==> src/hdl/alpha_beta_gamma_tracker_top_macros.svh <==
// Assertion macros used by the tracker sequencer.
`ifndef ALPHA_BETA_GAMMA_TRACKER_TOP_MACROS_SVH
`define ALPHA_BETA_GAMMA_TRACKER_TOP_MACROS_SVH

// Checked only while out of reset.
`define ABGT_ASSERT(lbl, prop, msg) \
  lbl: assert property (@(posedge clk_i) disable iff (!rst_ni) prop) else $error(msg);

// Checked at every clock edge, reset included.
`define ABGT_ASSERT_ALWAYS(lbl, prop, msg) \
  lbl: assert property (@(posedge clk_i) prop) else $error(msg);

`endif

==> src/hdl/abgt_pkg.sv <==
package abgt_pkg;

  localparam int NUM_AXES = 3;
  localparam int DATA_W   = 32;
  localparam int AXIS_W   = $clog2(NUM_AXES);
  localparam int ADDR_W   = 5;
  localparam int PC_W     = 5;
  localparam int UCODE_LEN = 17;

  localparam longint PI_Q30_X2 = 64'sd6746518852;

  typedef logic signed [DATA_W-1:0] word_t;

  typedef enum logic [2:0] {
    REG_ALPHA,
    REG_BETA,
    REG_GAMMA,
    REG_STEP,
    REG_HALF_SQ,
    REG_ANGULAR
  } reg_idx_e;

  typedef struct packed {
    logic [16:0] alpha;
    logic [31:0] beta;
    logic [31:0] gamma;
    logic [16:0] step;
    logic [15:0] half_sq;
    logic        angular;
  } cfg_t;

  typedef enum logic [2:0] {
    OP_MUL,
    OP_ACC,
    OP_RES,
    OP_WRAP,
    OP_WEND,
    OP_RSAT,
    OP_NEXT
  } op_e;

  typedef enum logic [2:0] {
    G_STEP,
    G_HALF_SQ,
    G_ALPHA,
    G_BETA,
    G_GAMMA
  } gain_sel_e;

  typedef enum logic [1:0] {
    V_ACC,
    V_VEL,
    V_RES
  } val_sel_e;

  typedef enum logic [2:0] {
    A_POS,
    A_VEL,
    A_ACC,
    A_TMP,
    A_PPRED,
    A_VPRED
  } add_sel_e;

  typedef enum logic [2:0] {
    D_POS,
    D_VEL,
    D_ACC,
    D_TMP,
    D_PPRED,
    D_VPRED
  } dst_e;

  typedef enum logic [1:0] {
    J_NONE,
    J_LINEAR,
    J_LOOP,
    J_AXIS
  } jump_e;

  typedef enum logic {
    ST_IDLE,
    ST_RUN
  } state_e;

  typedef struct packed {
    op_e             op;
    gain_sel_e       gsel;
    val_sel_e        vsel;
    add_sel_e        asrc;
    dst_e            dst;
    jump_e           jump;
    logic [PC_W-1:0] target;
  } uword_t;

  typedef struct packed {
    op_e               op;
    gain_sel_e         gsel;
    val_sel_e          vsel;
    add_sel_e          asrc;
    dst_e              dst;
    logic [AXIS_W-1:0] axis;
    logic              load_meas;
    logic              load_out;
  } ctrl_t;

  typedef struct packed {
    logic out_busy;
  } stat_t;

  localparam logic [PC_W-1:0] PC_START = 5'd0;
  localparam logic [PC_W-1:0] PC_WRAP  = 5'd7;
  localparam logic [PC_W-1:0] PC_RSAT  = 5'd9;

  function automatic longint pi_q(input int frac);
    return ((PI_Q30_X2 >>> (30 - frac)) + 1) >>> 1;
  endfunction

  // Smallest k with (2*pi << k) at or above 2^33.
  function automatic int wrap_k(input int frac);
    longint tp;
    int     k;
    tp = 2 * pi_q(frac);
    k  = 0;
    for (int i = 0; i < 40; i++) begin
      if ((tp << k) < (longint'(1) << 33)) begin
        k = k + 1;
      end
    end
    return k;
  endfunction

  function automatic uword_t uw(input op_e op, input gain_sel_e g, input val_sel_e v,
                                input add_sel_e a, input dst_e d, input jump_e j,
                                input logic [PC_W-1:0] t);
    uword_t w;
    w.op     = op;
    w.gsel   = g;
    w.vsel   = v;
    w.asrc   = a;
    w.dst    = d;
    w.jump   = j;
    w.target = t;
    return w;
  endfunction

  // One axis of the filter: predict, residual, optional wrap, correct.
  function automatic uword_t ucode_rom(input logic [PC_W-1:0] pc);
    uword_t w;
    case (pc)
      5'd0:    w = uw(OP_MUL,  G_STEP,    V_ACC, A_POS,   D_POS,   J_NONE,   PC_START);
      5'd1:    w = uw(OP_ACC,  G_STEP,    V_ACC, A_VEL,   D_VPRED, J_NONE,   PC_START);
      5'd2:    w = uw(OP_MUL,  G_STEP,    V_VEL, A_POS,   D_POS,   J_NONE,   PC_START);
      5'd3:    w = uw(OP_ACC,  G_STEP,    V_ACC, A_POS,   D_TMP,   J_NONE,   PC_START);
      5'd4:    w = uw(OP_MUL,  G_HALF_SQ, V_ACC, A_POS,   D_POS,   J_NONE,   PC_START);
      5'd5:    w = uw(OP_ACC,  G_STEP,    V_ACC, A_TMP,   D_PPRED, J_NONE,   PC_START);
      5'd6:    w = uw(OP_RES,  G_STEP,    V_ACC, A_POS,   D_POS,   J_LINEAR, PC_RSAT);
      5'd7:    w = uw(OP_WRAP, G_STEP,    V_ACC, A_POS,   D_POS,   J_LOOP,   PC_WRAP);
      5'd8:    w = uw(OP_WEND, G_STEP,    V_ACC, A_POS,   D_POS,   J_NONE,   PC_START);
      5'd9:    w = uw(OP_RSAT, G_STEP,    V_ACC, A_POS,   D_POS,   J_NONE,   PC_START);
      5'd10:   w = uw(OP_MUL,  G_ALPHA,   V_RES, A_POS,   D_POS,   J_NONE,   PC_START);
      5'd11:   w = uw(OP_ACC,  G_STEP,    V_ACC, A_PPRED, D_POS,   J_NONE,   PC_START);
      5'd12:   w = uw(OP_MUL,  G_BETA,    V_RES, A_POS,   D_POS,   J_NONE,   PC_START);
      5'd13:   w = uw(OP_ACC,  G_STEP,    V_ACC, A_VPRED, D_VEL,   J_NONE,   PC_START);
      5'd14:   w = uw(OP_MUL,  G_GAMMA,   V_RES, A_POS,   D_POS,   J_NONE,   PC_START);
      5'd15:   w = uw(OP_ACC,  G_STEP,    V_ACC, A_ACC,   D_ACC,   J_NONE,   PC_START);
      5'd16:   w = uw(OP_NEXT, G_STEP,    V_ACC, A_POS,   D_POS,   J_AXIS,   PC_START);
      default: w = uw(OP_NEXT, G_STEP,    V_ACC, A_POS,   D_POS,   J_AXIS,   PC_START);
    endcase
    return w;
  endfunction

endpackage

==> src/hdl/abgt_seq.sv <==
`include "alpha_beta_gamma_tracker_top_macros.svh"

module abgt_seq #(
  parameter int FRAC_BITS = 16
) (
  input  logic            clk_i,
  input  logic            rst_ni,
  input  abgt_pkg::cfg_t  cfg_i,
  input  logic            in_valid_i,
  output logic            in_ready_o,
  input  abgt_pkg::stat_t stat_i,
  output abgt_pkg::ctrl_t ctrl_o
);
  import abgt_pkg::*;

  localparam int WRAP_K = wrap_k(FRAC_BITS);
  localparam int CNT_W  = $clog2(WRAP_K + 1);

  state_e            state_q;
  state_e            state_d;
  logic [PC_W-1:0]   pc_q;
  logic [PC_W-1:0]   pc_d;
  logic [AXIS_W-1:0] ax_q;
  logic [AXIS_W-1:0] ax_d;
  logic [CNT_W-1:0]  cnt_q;
  logic [CNT_W-1:0]  cnt_d;
  uword_t            uw;

  assign uw = ucode_rom(pc_q);

  always_comb begin
    state_d          = state_q;
    pc_d             = pc_q;
    ax_d             = ax_q;
    cnt_d            = cnt_q;
    in_ready_o       = 1'b0;
    ctrl_o.op        = OP_NEXT;
    ctrl_o.gsel      = uw.gsel;
    ctrl_o.vsel      = uw.vsel;
    ctrl_o.asrc      = uw.asrc;
    ctrl_o.dst       = uw.dst;
    ctrl_o.axis      = ax_q;
    ctrl_o.load_meas = 1'b0;
    ctrl_o.load_out  = 1'b0;
    case (state_q)
      ST_IDLE: begin
        in_ready_o = 1'b1;
        if (in_valid_i) begin
          ctrl_o.load_meas = 1'b1;
          state_d          = ST_RUN;
          pc_d             = PC_START;
          ax_d             = '0;
        end
      end
      ST_RUN: begin
        ctrl_o.op = uw.op;
        if (uw.op == OP_RES) begin
          cnt_d = CNT_W'(WRAP_K);
        end
        case (uw.jump)
          J_NONE: pc_d = pc_q + 1'b1;
          J_LINEAR: begin
            pc_d = cfg_i.angular ? pc_q + 1'b1 : uw.target;
          end
          J_LOOP: begin
            if (cnt_q != '0) begin
              pc_d  = uw.target;
              cnt_d = cnt_q - 1'b1;
            end else begin
              pc_d = pc_q + 1'b1;
            end
          end
          J_AXIS: begin
            if (ax_q != AXIS_W'(NUM_AXES - 1)) begin
              ax_d = ax_q + 1'b1;
              pc_d = uw.target;
            end else if (!stat_i.out_busy) begin
              ctrl_o.load_out = 1'b1;
              state_d         = ST_IDLE;
            end
          end
          default: pc_d = pc_q + 1'b1;
        endcase
      end
      default: state_d = ST_IDLE;
    endcase
  end

  always_ff @(posedge clk_i or negedge rst_ni) begin
    if (!rst_ni) begin
      state_q <= ST_IDLE;
      pc_q    <= PC_START;
      ax_q    <= '0;
      cnt_q   <= '0;
    end else begin
      state_q <= state_d;
      pc_q    <= pc_d;
      ax_q    <= ax_d;
      cnt_q   <= cnt_d;
    end
  end

  `ABGT_ASSERT(a_start_at_top, (state_q == ST_IDLE && in_valid_i) |=> (state_q == ST_RUN && pc_q == PC_START && ax_q == '0), "request did not start the program at axis zero")
  `ABGT_ASSERT(a_pc_in_rom, (state_q == ST_RUN) |-> (pc_q < PC_W'(UCODE_LEN)), "step counter left the program")
  `ABGT_ASSERT(a_loop_counts_down, (state_q == ST_RUN && uw.jump == J_LOOP && cnt_q != '0) |=> (cnt_q == $past(cnt_q) - 1'b1), "wrap loop counter did not step down")
  `ABGT_ASSERT(a_no_overwrite, ctrl_o.load_out |-> !stat_i.out_busy, "result register overwritten while held")

endmodule

==> config.mk <==
export PLATFORM = sky130hd
export DESIGN_NAME = abgt_seq
export DESIGN_NICKNAME = d
export VERILOG_FILES = /design/src/hdl/abgt_pkg.sv /design/src/hdl/abgt_seq.sv
export VERILOG_INCLUDE_DIRS = /design/src /design/src/hdl
export SDC_FILE = /design/constraint.sdc
export NUM_CORES = 1
export LEC_CHECK = 0
export ABC_AREA = 1
export BUFFER_PORTS_ARGS = -buffer_cell sky130_fd_sc_hd__buf_2
export CAP_MARGIN = 10
export CELL_PAD_IN_SITES_DETAIL_PLACEMENT = 0
export CELL_PAD_IN_SITES_GLOBAL_PLACEMENT = 1
export CORE_ASPECT_RATIO = 1.2
export CORE_UTILIZATION = 21
export DETAILED_ROUTE_END_ITERATION = 10
export GPL_TIMING_DRIVEN = 0
export PLACE_DENSITY = 0.84
export SYNTH_ARGS = -nofsm -noshare
export SYNTH_HDL_FRONTEND = slang
export SYNTH_SLANG_ARGS = --single-unit
==> constraint.sdc <==
create_clock -name clk_i -period 4.8 [get_ports clk_i]
set_clock_uncertainty 0.2 [all_clocks]
set_input_delay 0.48 -clock clk_i [delete_from_list [all_inputs] [get_ports clk_i]]
set_output_delay 0.48 -clock clk_i [all_outputs]
set_load 0.03 [all_outputs]
-- After elaboration in Yosys (flattened, before gate mapping)
Memory sizes are Yosys's and may differ from the RTL's.
Cells that the tools add are included.
- multiplexer cells: 25
- equal/unequal tests: 9
- add/sub/neg operators: 3
- bitwise operators: 1
- reduce and logical (&&, ||, !) cells: 4
- operator list (kind ; number):
    $mux 5 ; 4
    $pmux 5 s4 ; 1
    $mux 4 ; 3
    $mux 1 ; 10
    $pmux 5 s2 ; 1
    $mux 2 ; 3
    $add 5x1->5 const B ; 1
    $eq 2x2->1 const B ; 2
    $ne 2x1->1 const B ; 2
    $ne 2x2->1 const B ; 2
    $pmux 2 s2 ; 1
    $reduce_bool 4->1 ; 1
    $sub 4x1->4 const B ; 1
    $eq 3x2->1 const B ; 1
    $mux 3 ; 1
    $ne 3x3->1 const B ; 1
    $reduce_and 3->1 ; 1
    $add 2x1->2 const B ; 1
    $eq 2x1->1 const B ; 1
    $logic_not 2->1 ; 1
    $pmux 1 s2 ; 1
    $reduce_and 2->1 ; 1
    $not 1->1 ; 1
- bits of input ports: 119
- word-level logic and storage cells: 47
- output and inout port bits: 19
- memories: 1
- register bits: 12
- memory bits (read-only): 640
- memories (name ; words ; bits a word ; rd ports ; clocked after Yosys merged registers in ; wr ports ; RTL line ; RTL):
    (no name shown) ; 32 ; 20 ; 1 ; 0 ; 0 ; abgt_pkg.sv:150 ; case (pc)

-- Depth between registers and ports, before layout
An unclocked memory read counts as a cell.
- depth in word-level cells: 5
- depth in mapped cells: 11
- depth with buffers taken out: 11

-- Least setup slack after synthesis
No wires, ideal clock.
- kind: reg2out
- from: reg pc_q[1]
- to: out ctrl_o[0] in the netlist's numbering
- slack: 2.388 ns
- required time: 4.120 ns
- arrival time: 1.732 ns
- cell stages (with the launch flop): 7
- path buffers: 0
- path through: dfrtp_1 > ha_1 > ha_1 > inv_2 > o21ai_1 > nand3b_2 > nor2_1
- RTL lines (element ; RTL line ; RTL):
    start, declared ; abgt_seq.sv:21 ; logic [PC_W-1:0] pc_q;
    start signal, assigned ; abgt_seq.sv:97 ; pc_q <= pc_d;
    end, declared ; abgt_seq.sv:12 ; output abgt_pkg::ctrl_t ctrl_o

==> run_results.csv <==
group,metric,value,unit
run_status,status,"finished clean",
synthesis,synth.net_count,292,
cells_and_area,syn_to_final_growth,23.0,%
setup_path,slowest_stage,"dfrtp_1",
placed_design,gp_congestion,0.810,
setup_path,critPathBufInv,2,
setup_path,crit_type,"reg -> out",
power,p_per_area,681,mW/mm²
timing,rsz0062_at_grt,"no",
timing,hold_viol,0,
floorplanning,fp.dieW,68.4,µm
synthesis,yosys_warnings,0,
setup_path,cp_max_fo,8,
placed_design,placed_cell_area,0.00130,mm²
cts,tritoncts,"built",
routing,drtIter0Drc,56,
timing,max_slew_margin,0.805,
routing,antenna_left,0,
routing,firstDrtPassIters,4,
power,leakagePower,0.743,nW
floorplanning,row_count,28,
floorplanning,die-height,81.6,µm
setup_path,crit_chain,"ha_1 -> ha_1 -> inv_2 -> o21ai_1 -> nand3b_2 -> nor2_1 -> buf_2",
timing,min_period,2.80,ns
timing,fmax,0.357,GHz
synthesis,synth_area_leaders,"dfrtp_1 27%, nand2_1 15%, ha_1 9.0%",
setup_path,crit_path_frequent_cell,"ha_1",
placed_design,dpl.hpwl,2.11,mm
cts,cts_sinks,12,
cells_and_area,fin_area,0.00137,mm²
cts,clk_path_buf_depth,2,
routing,drc,0,
synthesis,syn_inst,165,
placed_design,port_buffers,23,
synthesis,synth_seq_cells,12,
synthesis,synth_cell_type_count,28,
global_route,grt_first_pass_wirelength,4.78,mm
worst_hold_path,hold_path_class,"in -> reg",
setup_path,critPathCaptureType,"primary output",
cells_and_area,num_antenna_cells,0,
timing,fin_crit_sh,0.583,
timing,fin_setup_tns,0,ns
timing,setup_viol,0,
synthesis,synth_top_cell_by_area,"dfrtp_1",
routing,viasPerCell,4.47,
floorplanning,dieArea,0.00558,mm²
setup_path,crit_path_max_incr_delay,0.50,ns
cts,cts_htree_levels,1,
timing,holdWs,0.270,ns
synthesis,avgSynthCellArea,6.73,µm²
cells_and_area,layout.nets,321,
cts,clkLatencyLatePin,0.25,ns
setup_path,start_kind,"register",
setup_path,critPathTopFamily,"adder cells",
global_route,grt_max_degree,13,
global_route,grt-ovfl-total,0,
setup_path,cp_data_required_time,4.12,ns
floorplanning,start_util,0.222,
routing,wire_per_inst,10.6,µm
synthesis,synth_area,0.00111,mm²
floorplanning,io_pins,138,
global_route,grt_use_total,0.114,
flow_run,max_cap_violations,0,
power,peakVddDrop,0.223,mV
cts,clkSlewWorstSetupHoldPaths,0.05,ns
global_route,first_global_vias,1011,
cells_and_area,drive_gt1_frac,0.228,
cts,ctsResizeCount,0,
timing,drv_slew,0,
floorplanning,coreArea,0.00501,mm²
cts,cts_buffers,3,
routing,finalWirelength,2.69,mm
synthesis,seq_area_frac_synth,0.271,
timing,worst_slew_pin_slew,0.293,ns
routing,num_vias,1132,
setup_path,worstPathArrival,2.12,ns
cts,clockRootBuffer,"clkbuf_8",
synthesis,synth_top_area_frac,0.271,
global_route,antenna_found_initial,0,
power by group:
part / total, mW / leakage, nW / internal, mW / switching [mW]
combinational: 0.635 / 0.579 / 0.204 / 0.432
sequential: 0.179 / 0.135 / 0.140 / 0.0389
clock: 0.115 / 0.0288 / 0.0727 / 0.0428
worst min-delay path, stage by stage:
cell and delay (ns):
buf_2 0.08, nor2_1 0.04, nor2_1 0.08
synth_stat cells:
library cell / number
clkbuf_8: 2
a211oi_1: 1
o21ai_2: 1
o21ai_1: 1
nand2_1: 44
nor3_1: 2
a21oi_2: 1
nand3b_2: 1
nor2_1: 24
ha_1: 8
nand2_2: 3
nand3_1: 15
dfrtp_1: 12
nor2_4: 1
inv_6: 1
inv_2: 3
nand4_1: 3
nand3b_1: 2
o32ai_1: 1
a21oi_4: 1
a21oi_1: 6
buf_2: 1
o31ai_1: 1
buf_6: 1
nand3_4: 1
o21ai_0: 8
xor2_1: 1
inv_1: 19
metal layers:
layer / track usage / wire, µm
met5: 0 / 0
met4: 0.0583 / 82
met3: 0.0153 / 217
met2: 0.159 / 1020
met1: 0.167 / 1380
cells by family after synthesis:
| group | count (synthesis) | share of synthesized area |
|---|---|---|
| xor+xnor | 1 | 0.00789 |
| fa+ha+maj | 8 | 0.0902 |
| flops | 12 | 0.271 |
| buf+inv | 27 | 0.122 |
| simple gates | 96 | 0.390 |
| compound gates | 21 | 0.120 |
timing repair:
item                                   CTS  global route
endpoints found under the hold margin   12             0
hold buffers                             1             0
setup buffers                            0             0
flip-flops by register name (all words and copies together), names as in the netlist:
name     flops
pc_q         5
state_q      1
ax_q         2
cnt_q        4
per-stage QoR:
| step | instances | setup slack, ns | power [mW] | util |
|---|---|---|---|---|
| 2_1_floorplan | 165 | 2.39 | 0.665 | - |
| 3_3_place_gp | 248 | 2.27 | 0.812 | 0.259 |
| 3_5_place_dp | 248 | 2.27 | 0.816 | 0.259 |
| 4_1_cts | 253 | 2.00 | 0.935 | 0.272 |
| 5_1_grt | 253 | 1.79 | 1.03 | 0.272 |
| 6_report | 253 | 2.00 | 0.930 | 0.272 |
cell type report:
cell class	count	area (µm²)
Fill cell	576	3640
Tap cell	60	75.1
Clock buffer	4	55.1
Sequential cell	12	300
Buffer	4	43.8
Inverter	23	91.3
Multi-Input combinational cell	126	674
Timing Repair Buffer	24	125
path summary, 6_finish.rpt:
kind | start | end | slack (ns) | cells past startpoint
max in group asynchronous | rst_ni | state_q | 3.73 | 2
worst min-delay path | stat_i | state_q | 0.27 | 3
worst max register to register | pc_q[1] | pc_q[3] | 2.63 | 9
min in group asynchronous | rst_ni | pc_q[2] | 0.44 | 2
worst min register to register | cnt_q[1] | cnt_q[1] | 0.32 | 2
worst max-delay path | pc_q[1] | ctrl_o[0] | 2.00 | 7
cell usage in the layout (no fill, tap or decap), types with 2 or more instances in the layout:
| cell | instances |
|---|---|
| a21oi_1 | 6 |
| nand3b_1 | 2 |
| nand2_1 | 44 |
| nand2_2 | 3 |
| inv_2 | 3 |
| clkbuf_8 | 6 |
| o21ai_0 | 8 |
| nor3_1 | 2 |
| inv_1 | 19 |
| nor2_1 | 24 |
| nand3_1 | 15 |
| nand4_1 | 3 |
| ha_1 | 8 |
| dfrtp_1 | 12 |
| buf_2 | 24 |
Note: power is estimated with default switching activity, not from simulation.
