### config.mk
export PLATFORM = sky130hd
export DESIGN_NAME = abgt_regs
export DESIGN_NICKNAME = d
export VERILOG_FILES = /design/src/hdl/alpha_beta_gamma_tracker_top_macros.svh /design/src/hdl/abgt_pkg.sv /design/src/hdl/abgt_regs.sv
export SDC_FILE = /design/constraint.sdc
export NUM_CORES = 1
export LEC_CHECK = 0
export BUFFER_PORTS_ARGS = -buffer_cell sky130_fd_sc_hd__buf_2
export CORE_UTILIZATION = 50
export CTS_CLUSTER_SIZE = 25
export DETAILED_ROUTE_END_ITERATION = 8
export PLACE_DENSITY = 0.78
export SYNTH_ARGS = -nofsm -noshare
export SYNTH_HDL_FRONTEND = slang
export SYNTH_SLANG_ARGS = --single-unit
### constraint.sdc
create_clock -name clk_i -period 1.41 [get_ports clk_i]
set_input_delay 0.141 -clock clk_i [delete_from_list [all_inputs] [get_ports clk_i]]
set_output_delay 0.141 -clock clk_i [all_outputs]
set_load 0.005 [all_outputs]
### src/hdl/alpha_beta_gamma_tracker_top_macros.svh
// Assertion macros used by the tracker sequencer.
`ifndef ALPHA_BETA_GAMMA_TRACKER_TOP_MACROS_SVH
`define ALPHA_BETA_GAMMA_TRACKER_TOP_MACROS_SVH

// Checked only while out of reset.
`define ABGT_ASSERT(lbl, prop, msg) \
  lbl: assert property (@(posedge clk_i) disable iff (!rst_ni) prop) else $error(msg);

// Checked at every clock edge, reset included.
`define ABGT_ASSERT_ALWAYS(lbl, prop, msg) \
  lbl: assert property (@(posedge clk_i) prop) else $error(msg);

`endif

### src/hdl/abgt_pkg.sv
package abgt_pkg;

  localparam int NUM_AXES = 3;
  localparam int DATA_W   = 32;
  localparam int AXIS_W   = $clog2(NUM_AXES);
  localparam int ADDR_W   = 5;
  localparam int PC_W     = 5;
  localparam int UCODE_LEN = 17;

  localparam longint PI_Q30_X2 = 64'sd6746518852;

  typedef logic signed [DATA_W-1:0] word_t;

  typedef enum logic [2:0] {
    REG_ALPHA,
    REG_BETA,
    REG_GAMMA,
    REG_STEP,
    REG_HALF_SQ,
    REG_ANGULAR
  } reg_idx_e;

  typedef struct packed {
    logic [16:0] alpha;
    logic [31:0] beta;
    logic [31:0] gamma;
    logic [16:0] step;
    logic [15:0] half_sq;
    logic        angular;
  } cfg_t;

  typedef enum logic [2:0] {
    OP_MUL,
    OP_ACC,
    OP_RES,
    OP_WRAP,
    OP_WEND,
    OP_RSAT,
    OP_NEXT
  } op_e;

  typedef enum logic [2:0] {
    G_STEP,
    G_HALF_SQ,
    G_ALPHA,
    G_BETA,
    G_GAMMA
  } gain_sel_e;

  typedef enum logic [1:0] {
    V_ACC,
    V_VEL,
    V_RES
  } val_sel_e;

  typedef enum logic [2:0] {
    A_POS,
    A_VEL,
    A_ACC,
    A_TMP,
    A_PPRED,
    A_VPRED
  } add_sel_e;

  typedef enum logic [2:0] {
    D_POS,
    D_VEL,
    D_ACC,
    D_TMP,
    D_PPRED,
    D_VPRED
  } dst_e;

  typedef enum logic [1:0] {
    J_NONE,
    J_LINEAR,
    J_LOOP,
    J_AXIS
  } jump_e;

  typedef enum logic {
    ST_IDLE,
    ST_RUN
  } state_e;

  typedef struct packed {
    op_e             op;
    gain_sel_e       gsel;
    val_sel_e        vsel;
    add_sel_e        asrc;
    dst_e            dst;
    jump_e           jump;
    logic [PC_W-1:0] target;
  } uword_t;

  typedef struct packed {
    op_e               op;
    gain_sel_e         gsel;
    val_sel_e          vsel;
    add_sel_e          asrc;
    dst_e              dst;
    logic [AXIS_W-1:0] axis;
    logic              load_meas;
    logic              load_out;
  } ctrl_t;

  typedef struct packed {
    logic out_busy;
  } stat_t;

  localparam logic [PC_W-1:0] PC_START = 5'd0;
  localparam logic [PC_W-1:0] PC_WRAP  = 5'd7;
  localparam logic [PC_W-1:0] PC_RSAT  = 5'd9;

  function automatic longint pi_q(input int frac);
    return ((PI_Q30_X2 >>> (30 - frac)) + 1) >>> 1;
  endfunction

  // Smallest k with (2*pi << k) at or above 2^33.
  function automatic int wrap_k(input int frac);
    longint tp;
    int     k;
    tp = 2 * pi_q(frac);
    k  = 0;
    for (int i = 0; i < 40; i++) begin
      if ((tp << k) < (longint'(1) << 33)) begin
        k = k + 1;
      end
    end
    return k;
  endfunction

  function automatic uword_t uw(input op_e op, input gain_sel_e g, input val_sel_e v,
                                input add_sel_e a, input dst_e d, input jump_e j,
                                input logic [PC_W-1:0] t);
    uword_t w;
    w.op     = op;
    w.gsel   = g;
    w.vsel   = v;
    w.asrc   = a;
    w.dst    = d;
    w.jump   = j;
    w.target = t;
    return w;
  endfunction

  // One axis of the filter: predict, residual, optional wrap, correct.
  function automatic uword_t ucode_rom(input logic [PC_W-1:0] pc);
    uword_t w;
    case (pc)
      5'd0:    w = uw(OP_MUL,  G_STEP,    V_ACC, A_POS,   D_POS,   J_NONE,   PC_START);
      5'd1:    w = uw(OP_ACC,  G_STEP,    V_ACC, A_VEL,   D_VPRED, J_NONE,   PC_START);
      5'd2:    w = uw(OP_MUL,  G_STEP,    V_VEL, A_POS,   D_POS,   J_NONE,   PC_START);
      5'd3:    w = uw(OP_ACC,  G_STEP,    V_ACC, A_POS,   D_TMP,   J_NONE,   PC_START);
      5'd4:    w = uw(OP_MUL,  G_HALF_SQ, V_ACC, A_POS,   D_POS,   J_NONE,   PC_START);
      5'd5:    w = uw(OP_ACC,  G_STEP,    V_ACC, A_TMP,   D_PPRED, J_NONE,   PC_START);
      5'd6:    w = uw(OP_RES,  G_STEP,    V_ACC, A_POS,   D_POS,   J_LINEAR, PC_RSAT);
      5'd7:    w = uw(OP_WRAP, G_STEP,    V_ACC, A_POS,   D_POS,   J_LOOP,   PC_WRAP);
      5'd8:    w = uw(OP_WEND, G_STEP,    V_ACC, A_POS,   D_POS,   J_NONE,   PC_START);
      5'd9:    w = uw(OP_RSAT, G_STEP,    V_ACC, A_POS,   D_POS,   J_NONE,   PC_START);
      5'd10:   w = uw(OP_MUL,  G_ALPHA,   V_RES, A_POS,   D_POS,   J_NONE,   PC_START);
      5'd11:   w = uw(OP_ACC,  G_STEP,    V_ACC, A_PPRED, D_POS,   J_NONE,   PC_START);
      5'd12:   w = uw(OP_MUL,  G_BETA,    V_RES, A_POS,   D_POS,   J_NONE,   PC_START);
      5'd13:   w = uw(OP_ACC,  G_STEP,    V_ACC, A_VPRED, D_VEL,   J_NONE,   PC_START);
      5'd14:   w = uw(OP_MUL,  G_GAMMA,   V_RES, A_POS,   D_POS,   J_NONE,   PC_START);
      5'd15:   w = uw(OP_ACC,  G_STEP,    V_ACC, A_ACC,   D_ACC,   J_NONE,   PC_START);
      5'd16:   w = uw(OP_NEXT, G_STEP,    V_ACC, A_POS,   D_POS,   J_AXIS,   PC_START);
      default: w = uw(OP_NEXT, G_STEP,    V_ACC, A_POS,   D_POS,   J_AXIS,   PC_START);
    endcase
    return w;
  endfunction

endpackage

### src/hdl/abgt_regs.sv
module abgt_regs (
  input  logic                        clk_i,
  input  logic                        rst_ni,
  input  logic                        psel,
  input  logic                        penable,
  input  logic                        pwrite,
  input  logic [abgt_pkg::ADDR_W-1:0] paddr,
  input  logic [31:0]                 pwdata,
  output logic [31:0]                 prdata,
  output logic                        pready,
  output abgt_pkg::cfg_t              cfg_o
);
  import abgt_pkg::*;

  cfg_t     cfg_q;
  cfg_t     cfg_d;
  reg_idx_e idx;

  assign idx    = reg_idx_e'(paddr[ADDR_W-1:2]);
  assign pready = 1'b1;
  assign cfg_o  = cfg_q;

  always_comb begin
    cfg_d = cfg_q;
    if (psel && penable && pwrite) begin
      case (idx)
        REG_ALPHA:   cfg_d.alpha   = pwdata[16:0];
        REG_BETA:    cfg_d.beta    = pwdata;
        REG_GAMMA:   cfg_d.gamma   = pwdata;
        REG_STEP:    cfg_d.step    = pwdata[16:0];
        REG_HALF_SQ: cfg_d.half_sq = pwdata[15:0];
        REG_ANGULAR: cfg_d.angular = pwdata[0];
        default:     cfg_d         = cfg_q;
      endcase
    end
  end

  always_comb begin
    case (idx)
      REG_ALPHA:   prdata = {15'd0, cfg_q.alpha};
      REG_BETA:    prdata = cfg_q.beta;
      REG_GAMMA:   prdata = cfg_q.gamma;
      REG_STEP:    prdata = {15'd0, cfg_q.step};
      REG_HALF_SQ: prdata = {16'd0, cfg_q.half_sq};
      REG_ANGULAR: prdata = {31'd0, cfg_q.angular};
      default:     prdata = '0;
    endcase
  end

  always_ff @(posedge clk_i or negedge rst_ni) begin
    if (!rst_ni) begin
      cfg_q.alpha   <= 17'd52429;
      cfg_q.beta    <= 32'd327680;
      cfg_q.gamma   <= 32'd1310720;
      cfg_q.step    <= 17'd655;
      cfg_q.half_sq <= 16'd3;
      cfg_q.angular <= 1'b0;
    end else begin
      cfg_q <= cfg_d;
    end
  end

endmodule

; Word-level counts from Yosys, hierarchy flattened
; Index checks and enable logic that the tools add are counted.
[word_totals]
reg_bits = 115
in_bits = 42
out_inout_bits = 148
word_cells = 21
[classes]
n_eq_ne = 5
n_mux = 1
reduce_logical = 9
[op_table]
columns = op, n
row1 = $pmux W32 S6, 1
row2 = $reduce_and A2 Y1, 6
row3 = $eq A3 B2 Y1 const B, 2
row4 = $eq A3 B3 Y1 const B, 2
row5 = $eq A3 B1 Y1 const B, 1
row6 = $logic_not A3 Y1, 1
row7 = $logic_and A1 B1 Y1, 2

; Longest topological paths before layout
; Gate-level depths: netlist of run 1.
[logic_depth]
word_depth = 3
mapped_depth = 5
depth_no_buf = 3

; Worst setup path before layout of run 1
; Ideal clock, no wire load.
[synth_timing]
path_kind = input -> register
start = input paddr[3] in the netlist's numbering
end = register cfg_q (netlist bit cfg_o[106])
setup_time_ns = 0.125
arrival_ns = 1.177
required_ns = 1.285
setup_slack_ns = 0.108
path_stages = 5
path_buffers = 2
path_cell_list = buf_4 -> or2_4 -> nor2_8 -> buf_6 -> mux2_2
[synth_via]
elab_chain_cells = 2
[synth_lines]
columns = item, line
row1 = from (decl), abgt_regs.sv:7  ; input logic [abgt_pkg::ADDR_W-1:0] paddr,
row2 = $logic_not A3 Y1, abgt_regs.sv:26  ; case (idx)
row3 = $reduce_and A2 Y1 (no source line), --
row4 = to (signal assigned), abgt_regs.sv:59  ; cfg_q <= cfg_d;
row5 = to (decl), abgt_regs.sv:15  ; cfg_t cfg_q;
; No other way between the ends.
; A chain may end at the register's enable or synchronous reset.

; Worst setup path after layout of run 1
[layout_timing]
start = register cfg_q (netlist bit cfg_o[66])
end = output prdata[0]
[layout_via]
elab_chain_cells = 1
[layout_lines]
columns = item, line
row1 = $pmux W32 S6, abgt_regs.sv:39  ; case (idx)
row2 = to (decl), abgt_regs.sv:9  ; output logic [31:0] prdata,
; No other way between the ends.

==> results of run 1 <==
==> power by group <==
group	switching (mW)	internal (mW)	total (mW)
logic	0.984	1.54	2.52
clock network	1.46	2.41	3.87
registers	0.477	4.04	4.52
==> per-layer routing <==
metal	vias to the layer above	GRT usage [%]	wire length [µm]
li1	1870	-	-
met1	2091	33.2	5970
met2	145	46.2	7330
met3	22	8.12	821
met4	0	9.32	206
met5	-	0	0
==> through the flow <==
stage	TNS (ps)	hold WS, ps
floorplan	0	-155
global placement	-2060	-60.1
CTS	-4630	103
global route	-6270	102
finish	-4440	121
detailed placement	-3520	-60.9
==> cells by family (layout without fill, tap and decap cells) <==
family / after synthesis / count (layout) / share of synthesized area [%]
other cells: 1 / 1 / 0.0727
buf+inv: 21 / 314 / 2.57
simple gates: 22 / 22 / 3.40
mux: 133 / 133 / 29.0
flops: 115 / 115 / 56.3
compound gates: 52 / 52 / 8.62
==> worst register-to-register path: stages (launching register included) <==
cell,delay [ps]
dfrtp_1,380
buf_4,130
buf_4,130
mux2_2,270
==> area by class of cell <==
cell class	count	share of cell area [%]
clock inverter	10	1.10
clock buffer	22	5.93
timing repair buffer	282	24.8
tap	133	2.18
multi-input combinational	208	28.0
sequential	115	38.0
==> synthesized netlist by cell type (3+ instances only) <==
master / count / area share [%]
mux2_2: 117 / 26
dfrtp_1: 94 / 46
dfstp_2: 21 / 11
a22o_1: 15 / 2.5
a221o_1: 11 / 2.1
mux2i_1: 11 / 2.1
o2bb2ai_1: 11 / 1.9
buf_4: 10 / 1.5
buf_2: 7 / 0.68
a22oi_1: 5 / 0.73
a32oi_1: 5 / 0.85
o21ai_0: 5 / 0.49
mux2_1: 4 / 0.87
nor2_2: 4 / 0.49
nor2b_1: 4 / 0.49
clkbuf_1: 3 / 0.22
==> worst paths after layout <==
| path | endpoint | slack [ps] | depth (start not counted) | start |
|---|---|---|---|---|
| max in group asynchronous | cfg_o[75]$_DFFE_PN0P_ | 670 | 3 | rst_ni |
| min in group clk_i | cfg_o[0]$_DFFE_PN0P_ | 180 | 4 | penable |
| hold / removal | cfg_o[112]$_DFFE_PN1P_ | 120 | 2 | rst_ni |
| setup reg to reg | cfg_o[46]$_DFFE_PN0P_ | 380 | 3 | cfg_o[46]$_DFFE_PN0P_ |
| hold reg to reg | cfg_o[72]$_DFFE_PN0P_ | 510 | 1 | cfg_o[72]$_DFFE_PN0P_ |
| setup / recovery | prdata[0] | -440 | 4 | cfg_o[66]$_DFFE_PN0P_ |
==> timing repair <==
item | CTS | global route
pin swaps | 7 | 4
resized for setup | 8 | 9
endpoints found under the hold margin | 210 | 0
hold buffers | 34 | 0
setup endpoints to repair | 19 | 33
setup buffers | 24 | 8
==> metrics, run 1 <==
ys flop type=dfrtp_1; H-tree Lvls=4; Die Height=104 µm; first-iteration detailed-routing DRC count=185; first-pass GRT wire length=22.6 mm; # IOs=190; final hold vios=0; crit path DAT=1710 ps; Req. time, crit path=1270 ps; proportion of layout cells with a drive suffix above 1=66.7%; Critical Path, Cell by Cell=mux2_2 -> o2bb2ai_1 -> a221o_1 -> buf_2; Peak Freq=539 MHz; slowest cell on the critical path=dfrtp_1; Final Instance Area=0.00764 mm²; TritonCTS clock tree=built; worst skew pair latency=510 ps; Crit Path Category=register to primary output; Non-Filler Instances=770; DR vias=4128; Placer Congestion=0.764; Tmin final=1850 ps; chip width=104 µm; critical path's top delay family=compound AO/OA/AOI/OAI gates; Power Density=1430 mW/mm²; syn avg cell area=15.0 µm²; Final nets=666; Worst Path Max Fanout=3; Antenna Nets Post-Route=0; global-route usage over all layers=27.3%; RSZ-0062 raised after global routing=true; Buf+Inv Stages, Crit Path=1; vias in the first global route=4303; grt ovf=0; Yosys reg bits=115; max reg flops=115; drt drc=0; outcome=finished, violations left; Final HPWL DP=9.14 mm; commonest non-fill, non-tap cell in the layout=buf_2; most frequent cells in the layout=buf_2, mux2_2, dfrtp_1, buf_4, dlygate4sd3_1; # setup viols final=19; WL/cell=18.6 µm; std cell rows=36; Seq. cell area=0.00290 mm²; Die ar.=0.0107 mm²; Total Power=10.9 mW; drt pass-1 iters=4; # fillers=597; core area=0.00986 mm²; synthesized instance count=344; Max-Cap Viols=0; vias per inst=5.36; Post-synth EDFFs=0; Peak VDD IR=0.773 mV; CTS Buf Count=17; max-slew violation count=0; Setup crit end kind=primary output; I/O Buffers=186; final antenna diode count=0; Worst Clk Skew=0 ps; fin util=77.4%; Reg clk slew, reported paths=60 ps; Placement Cell Area=0.00646 mm²; Async SR Flop Fraction=100%; Final Cycle Share=132%; Worst Max-Slew Pin Slew=632 ps; Synth Cell Area=0.00515 mm²; Slew Limit Headroom=57.8%; slowest stage delay, CP=390 ps; Seq/Total Area, Yosys=56.3%; initial antenna violation count=0; area delta synth->final=48.2%; CTS root buf=clkbuf_8; syn nets=386; largest net degree at the start of global routing=114; Ys Warns=0; Starting Density=52.3%; # clock sinks=115; pre-CTS WS=-106 ps; worst hold-check path type=input port to async pin; CP startpoint kind=register; multi-input logic area=0.00214 mm²; Placed Cells=672; CTS Buffer Depth=2; Detailed Route WL=14.3 mm; post-synth cell types=29; Lkg Pwr=3.88 nW; violated checks=negative setup slack; final setup margin=-445 ps
(Power assumes the default switching activity.)
==> inputs of run 2 (changes only) <==
==> constraint.sdc (replaced) <==
create_clock -name clk_i -period 1.8 [get_ports clk_i]
set_input_delay 0.18 -clock clk_i [delete_from_list [all_inputs] [get_ports clk_i]]
set_output_delay 0.18 -clock clk_i [all_outputs]
set_load 0.005 [all_outputs]
==> run 2 against run 1 <==
The run still ends with negative setup slack left. Power shrank 21%. Count of clock-buffer cells in the layout shrank 1. Global-route usage shrank 0.71 points. Die area is the same. First-iteration DRC count shrank 1.1%. Sequential share of layout area grew 1.5 points. Core utilization shrank 2.9 points. Combinational power shrank 31%. Final cell count shrank 4.4%. Critical path type unchanged.
==> metrics, run 2 (synthesis results as in run 1) <==
outcome=finished, violations left; violated checks=negative setup slack; Peak Freq=539 MHz; final setup margin=-54.7 ps; proportion of layout cells with a drive suffix above 1=65.3%; commonest non-fill, non-tap cell in the layout=buf_2; Antenna Nets Post-Route=0; Die ar.=0.0107 mm²; std cell rows=36; setup TNS=-54.7 ps; largest net degree at the start of global routing=116; # setup viols final=1; worst hold-check path type=input port to register; Starting Density=52.3%; Lkg Pwr=3.71 nW; H-tree Lvls=4; area delta synth->final=42.5%; slowest cell on the critical path=dfrtp_1; first-pass GRT wire length=21.9 mm; Peak VDD IR=0.817 mV; # IOs=190; Setup crit end kind=primary output; TritonCTS clock tree=built; Slew Limit Headroom=58.1%; final antenna diode count=0; Critical Path, Cell by Cell=mux2_2 -> o2bb2ai_1 -> a221o_1 -> buf_2; max-slew violation count=0; chip width=104 µm; vias in the first global route=4204; max reg flops=115; critical path's top delay family=compound AO/OA/AOI/OAI gates; CP startpoint kind=register; drt pass-1 iters=4; Die Height=104 µm; Tmin final=1850 ps; Worst Clk Skew=0 ps; vias per inst=5.44; Total Power=8.58 mW; fin util=74.5%; core area=0.00986 mm²; Reg clk slew, reported paths=60 ps; global-route usage over all layers=26.6%; I/O Buffers=186; Req. time, crit path=1620 ps; Crit Path Category=register to primary output; Worst Path Max Fanout=2; WL/cell=18.7 µm; crit path DAT=1670 ps; Placer Congestion=0.820; Final HPWL DP=8.66 mm; Final Cycle Share=103%; RSZ-0062 raised after global routing=true; Detailed Route WL=13.7 mm; # clock sinks=115; initial antenna violation count=0; CTS Buf Count=17; worst skew pair latency=510 ps; drt drc=0; Max-Cap Viols=0; final hold vios=0; first-iteration detailed-routing DRC count=183; CTS root buf=clkbuf_8; most frequent cells in the layout=buf_2, mux2_2, dfrtp_1, dlygate4sd3_1, buf_4; Final nets=632; slowest stage delay, CP=380 ps; grt ovf=0; Power Density=1170 mW/mm²; DR vias=4003; Buf+Inv Stages, Crit Path=1; Worst Max-Slew Pin Slew=629 ps; CTS Buffer Depth=2
run 2: cell types whose count changed in the layout (fill, tap and decap cells not counted), sizes merged:
cell and delta:
bufinv +2, buf -33, dlygate4sd3 -1, clkbuf -1
clkinv -1
run 2: final timing paths:
kind	slack, ps	cells past startpoint	end	start
max in group asynchronous	1030	3	cfg_o[53]$_DFFE_PN0P_	rst_ni
worst max register to register	810	3	cfg_o[33]$_DFFE_PN0P_	cfg_o[33]$_DFFE_PN0P_
min in group asynchronous	270	3	cfg_o[80]$_DFFE_PN0P_	rst_ni
worst max-delay path	-50	4	prdata[0]	cfg_o[66]$_DFFE_PN0P_
worst min-delay path	220	4	cfg_o[0]$_DFFE_PN0P_	penable
worst min register to register	520	1	cfg_o[45]$_DFFE_PN0P_	cfg_o[45]$_DFFE_PN0P_
run 2: area by class of cell:
| type | count | area (µm²) |
|---|---|---|
| Sequential cell | 115 | 2900 |
| Fill cell | 636 | 2520 |
| Multi-Input combinational cell | 208 | 2140 |
| Timing Repair Buffer | 248 | 1560 |
| Clock buffer | 21 | 449 |
| Tap cell | 133 | 166 |
| Clock inverter | 11 | 135 |
run 2: metrics by stage:
stage / hold slack [ps] / setup slack, ps / instance area [µm²] / instances
finish: 215 / -54.7 / 7350 / 736
detailed placement: 315 / 191 / 6330 / 658
global route: 216 / -123 / 7350 / 736
floorplan: -116 / 442 / 5150 / 344
global placement: 303 / 210 / 6330 / 658
CTS: 188 / -78.2 / 7260 / 726
run 2: worst reg2reg max path: stages, from the launching register on:
cell and delay [ps]:
dfrtp_1 380, buf_4 130, buf_4 120, mux2_2 250
run 2: metal layers:
layer,GRT usage [%],part of all wire [%],vias up
met2,44.2,51,160
li1,-,-,1792
met3,7.43,5.6,27
met1,32.2,41,2024
met5,0,0,-
met4,11.7,2.0,0
run 2: what timing repair did:
item,CTS,global route
hold buffers,33,0
setup buffers,3,10
endpoints found under the setup margin,2,9
gates resized for setup,0,5
hold endpoints to repair,209,0
pin swaps,0,1
run 2: report_power, final:
part	internal, mW	leakage, nW	switching (mW)
sequential	3.17	1.42	0.382
combinational	1.04	2.00	0.703
clock	2.16	0.287	1.12
total	6.37	3.71	2.21
==> inputs of run 3 (changes only) <==
--- a/config.mk
+++ b/config.mk
@@ -6,10 +6,10 @@
 export NUM_CORES = 1
 export LEC_CHECK = 0
 export BUFFER_PORTS_ARGS = -buffer_cell sky130_fd_sc_hd__buf_2
-export CORE_UTILIZATION = 50
+export CORE_UTILIZATION = 33
 export CTS_CLUSTER_SIZE = 25
 export DETAILED_ROUTE_END_ITERATION = 8
-export PLACE_DENSITY = 0.78
+export PLACE_DENSITY = 0.54
 export SYNTH_ARGS = -nofsm -noshare
 export SYNTH_HDL_FRONTEND = slang
 export SYNTH_SLANG_ARGS = --single-unit
==> constraint.sdc (replaced) <==
create_clock -name clk_i -period 1.8 [get_ports clk_i]
set_input_delay 0.45 -clock clk_i [delete_from_list [all_inputs] [get_ports clk_i]]
set_output_delay 0.45 -clock clk_i [all_outputs]
set_load 0.005 [all_outputs]
==> run 3 against run 2 <==
The flow still finishes with violations (negative setup slack). Worst setup slack worse by 170 ps. Count of clock-buffer cells in the layout stayed put. Die area is 50% higher. Flip-flop and latch count stayed put. Maximum frequency is 8.4% lower. Register-to-register slack worse by 50 ps. Cell area is 4.6% higher. Critical path depth stayed put. Sequential power hardly changed. Clock skew stayed put. First-iteration DRC count is 23% lower. Largest power group unchanged.
==> metrics, run 3 (synthesis results as in run 1) <==
outcome=finished, violations left; violated checks=negative setup slack; Final Cycle Share=112%; Placer Congestion=0.747; commonest non-fill, non-tap cell in the layout=buf_2; Final nets=630; Starting Density=33.9%; WL/cell=19.4 µm; proportion of layout cells with a drive suffix above 1=72.5%; worst hold-check path type=input port to register; DR vias=3917; drt pass-1 iters=4; Sw Share=25.7%; max reg flops=115; net switching power=2.27 mW; CP startpoint kind=register; largest net degree at the start of global routing=28; Worst Clk Skew=0 ps; Setup crit end kind=primary output; final antenna diode count=0; first-pass GRT wire length=23.9 mm; Power Density=1150 mW/mm²; WHS=275 ps; Clock Power Share=39.4%; Tmin final=2020 ps; CTS Buf Count=17; met1 usage=25.3%; final hold vios=0; slowest cell on the critical path=dfrtp_1; worst r2r path cells=3; core area=0.0152 mm²; Critical Path, Cell by Cell=mux2_2 -> o2bb2ai_1 -> a221o_1 -> buf_2; Peak VDD IR=0.599 mV; chip width=127 µm; Max-Cap Viols=0; std cell rows=45; grt ovf=0; P_int=6.59 mW; Req. time, crit path=1350 ps; Buf+Inv Stages, Crit Path=1; Die ar.=0.0161 mm²; Antenna Nets Post-Route=0; Total Power=8.86 mW; # clock sinks=115; # IOs=190; first-iteration detailed-routing DRC count=140; drt drc=0; H-tree Lvls=4; TritonCTS clock tree=built; Detailed Route WL=15.3 mm; CTS root buf=clkbuf_16; GRT met2 Usage=32.3%; Placement Cell Area=0.00667 mm²; most frequent cells in the layout=buf_2, mux2_2, dfrtp_1, buf_4, dfstp_2; # setup viols final=32; vias in the first global route=4198; # fillers=1302; Peak Freq=494 MHz; CTS Buffer Depth=2; Worst Path Max Fanout=2; final setup margin=-224 ps; RSZ-0062 raised after global routing=true; Crit Path Category=register to primary output; critical path's top delay family=flip-flops; vias per inst=4.96; crit path DAT=1570 ps; global-route usage over all layers=20.0%; I/O Buffers=186; GRT Max-Usage Layer=met2; initial antenna violation count=0; Final HPWL DP=10.4 mm; logic gate share of total power=20.5%; slowest stage delay, CP=380 ps; max-slew violation count=0; Die Height=127 µm; area delta synth->final=49.1%; Final Instance Area=0.00769 mm²; Worst path depth=4; worst skew pair latency=410 ps; GR Layer Usage met3=6.78%; Lkg Pwr=3.84 nW; Seq pwr share=40.1%; Reg clk slew, reported paths=60 ps; hold depth=2
==> run 3: area by class of cell <==
type                    instances  area, µm²  area share [%]
multi-input cells             209       2230            29.0
repair buffers                245       1710            22.2
clock inverters                11        160            2.08
flip-flops and latches        115       2900            37.8
well taps                     188        235            3.06
clock buffers                  21        450            5.86
==> run 3: final timing paths <==
path                                       startpoint                endpoint  slack [ps]
worst max-delay path            cfg_o[66]$_DFFE_PN0P_               prdata[0]        -220
worst min-delay path                       pwdata[25]   cfg_o[91]$_DFFE_PN0P_         270
worst max register to register  cfg_o[50]$_DFFE_PN0P_   cfg_o[50]$_DFFE_PN0P_         760
worst min register to register  cfg_o[35]$_DFFE_PN0P_   cfg_o[35]$_DFFE_PN0P_         520
max in group asynchronous                      rst_ni  cfg_o[110]$_DFFE_PN0P_         700
min in group asynchronous                      rst_ni   cfg_o[68]$_DFFE_PN0P_         530
==> run 3: metrics by stage <==
stage / setup WS (ps) / utilization (%) / std cells / TNS, ps
2_1_floorplan: 3.99 / - / 344 / 0
3_3_place_gp: -203 / 43.9 / 736 / -12510
3_5_place_dp: -221 / 43.9 / 736 / -13180
4_1_cts: -240 / 49.7 / 782 / -4070
5_1_grt: -283 / 50.6 / 789 / -5100
6_report: -224 / 50.6 / 789 / -3350
==> run 3: layer usage <==
metal  part of all wire, %  wire length, µm
met5                     0                0
met4                   1.1              175
met3                   6.7             1030
met2                    48             7350
met1                    44             6770
==> run 3: what timing repair did <==
action | CTS | global route
endpoints found under the hold margin | 18 | 0
hold buffers | 1 | 0
gates cloned | 4 | 0
endpoints found under the setup margin | 32 | 32
setup buffers | 10 | 7
gates resized for setup | 29 | 21
pin swaps | 4 | 9
==> run 3: power groups by stage <==
stage / registers, mW / logic, mW / clock network [mW]
after CTS: 3.55 / 1.77 / 3.56
after global routing: 3.63 / 1.99 / 3.69
after detailed placement: 3.59 / 1.67 / 0
after global placement: 3.55 / 1.65 / 0
final: 3.55 / 1.81 / 3.49
after floorplan: 3.58 / 0.695 / 0
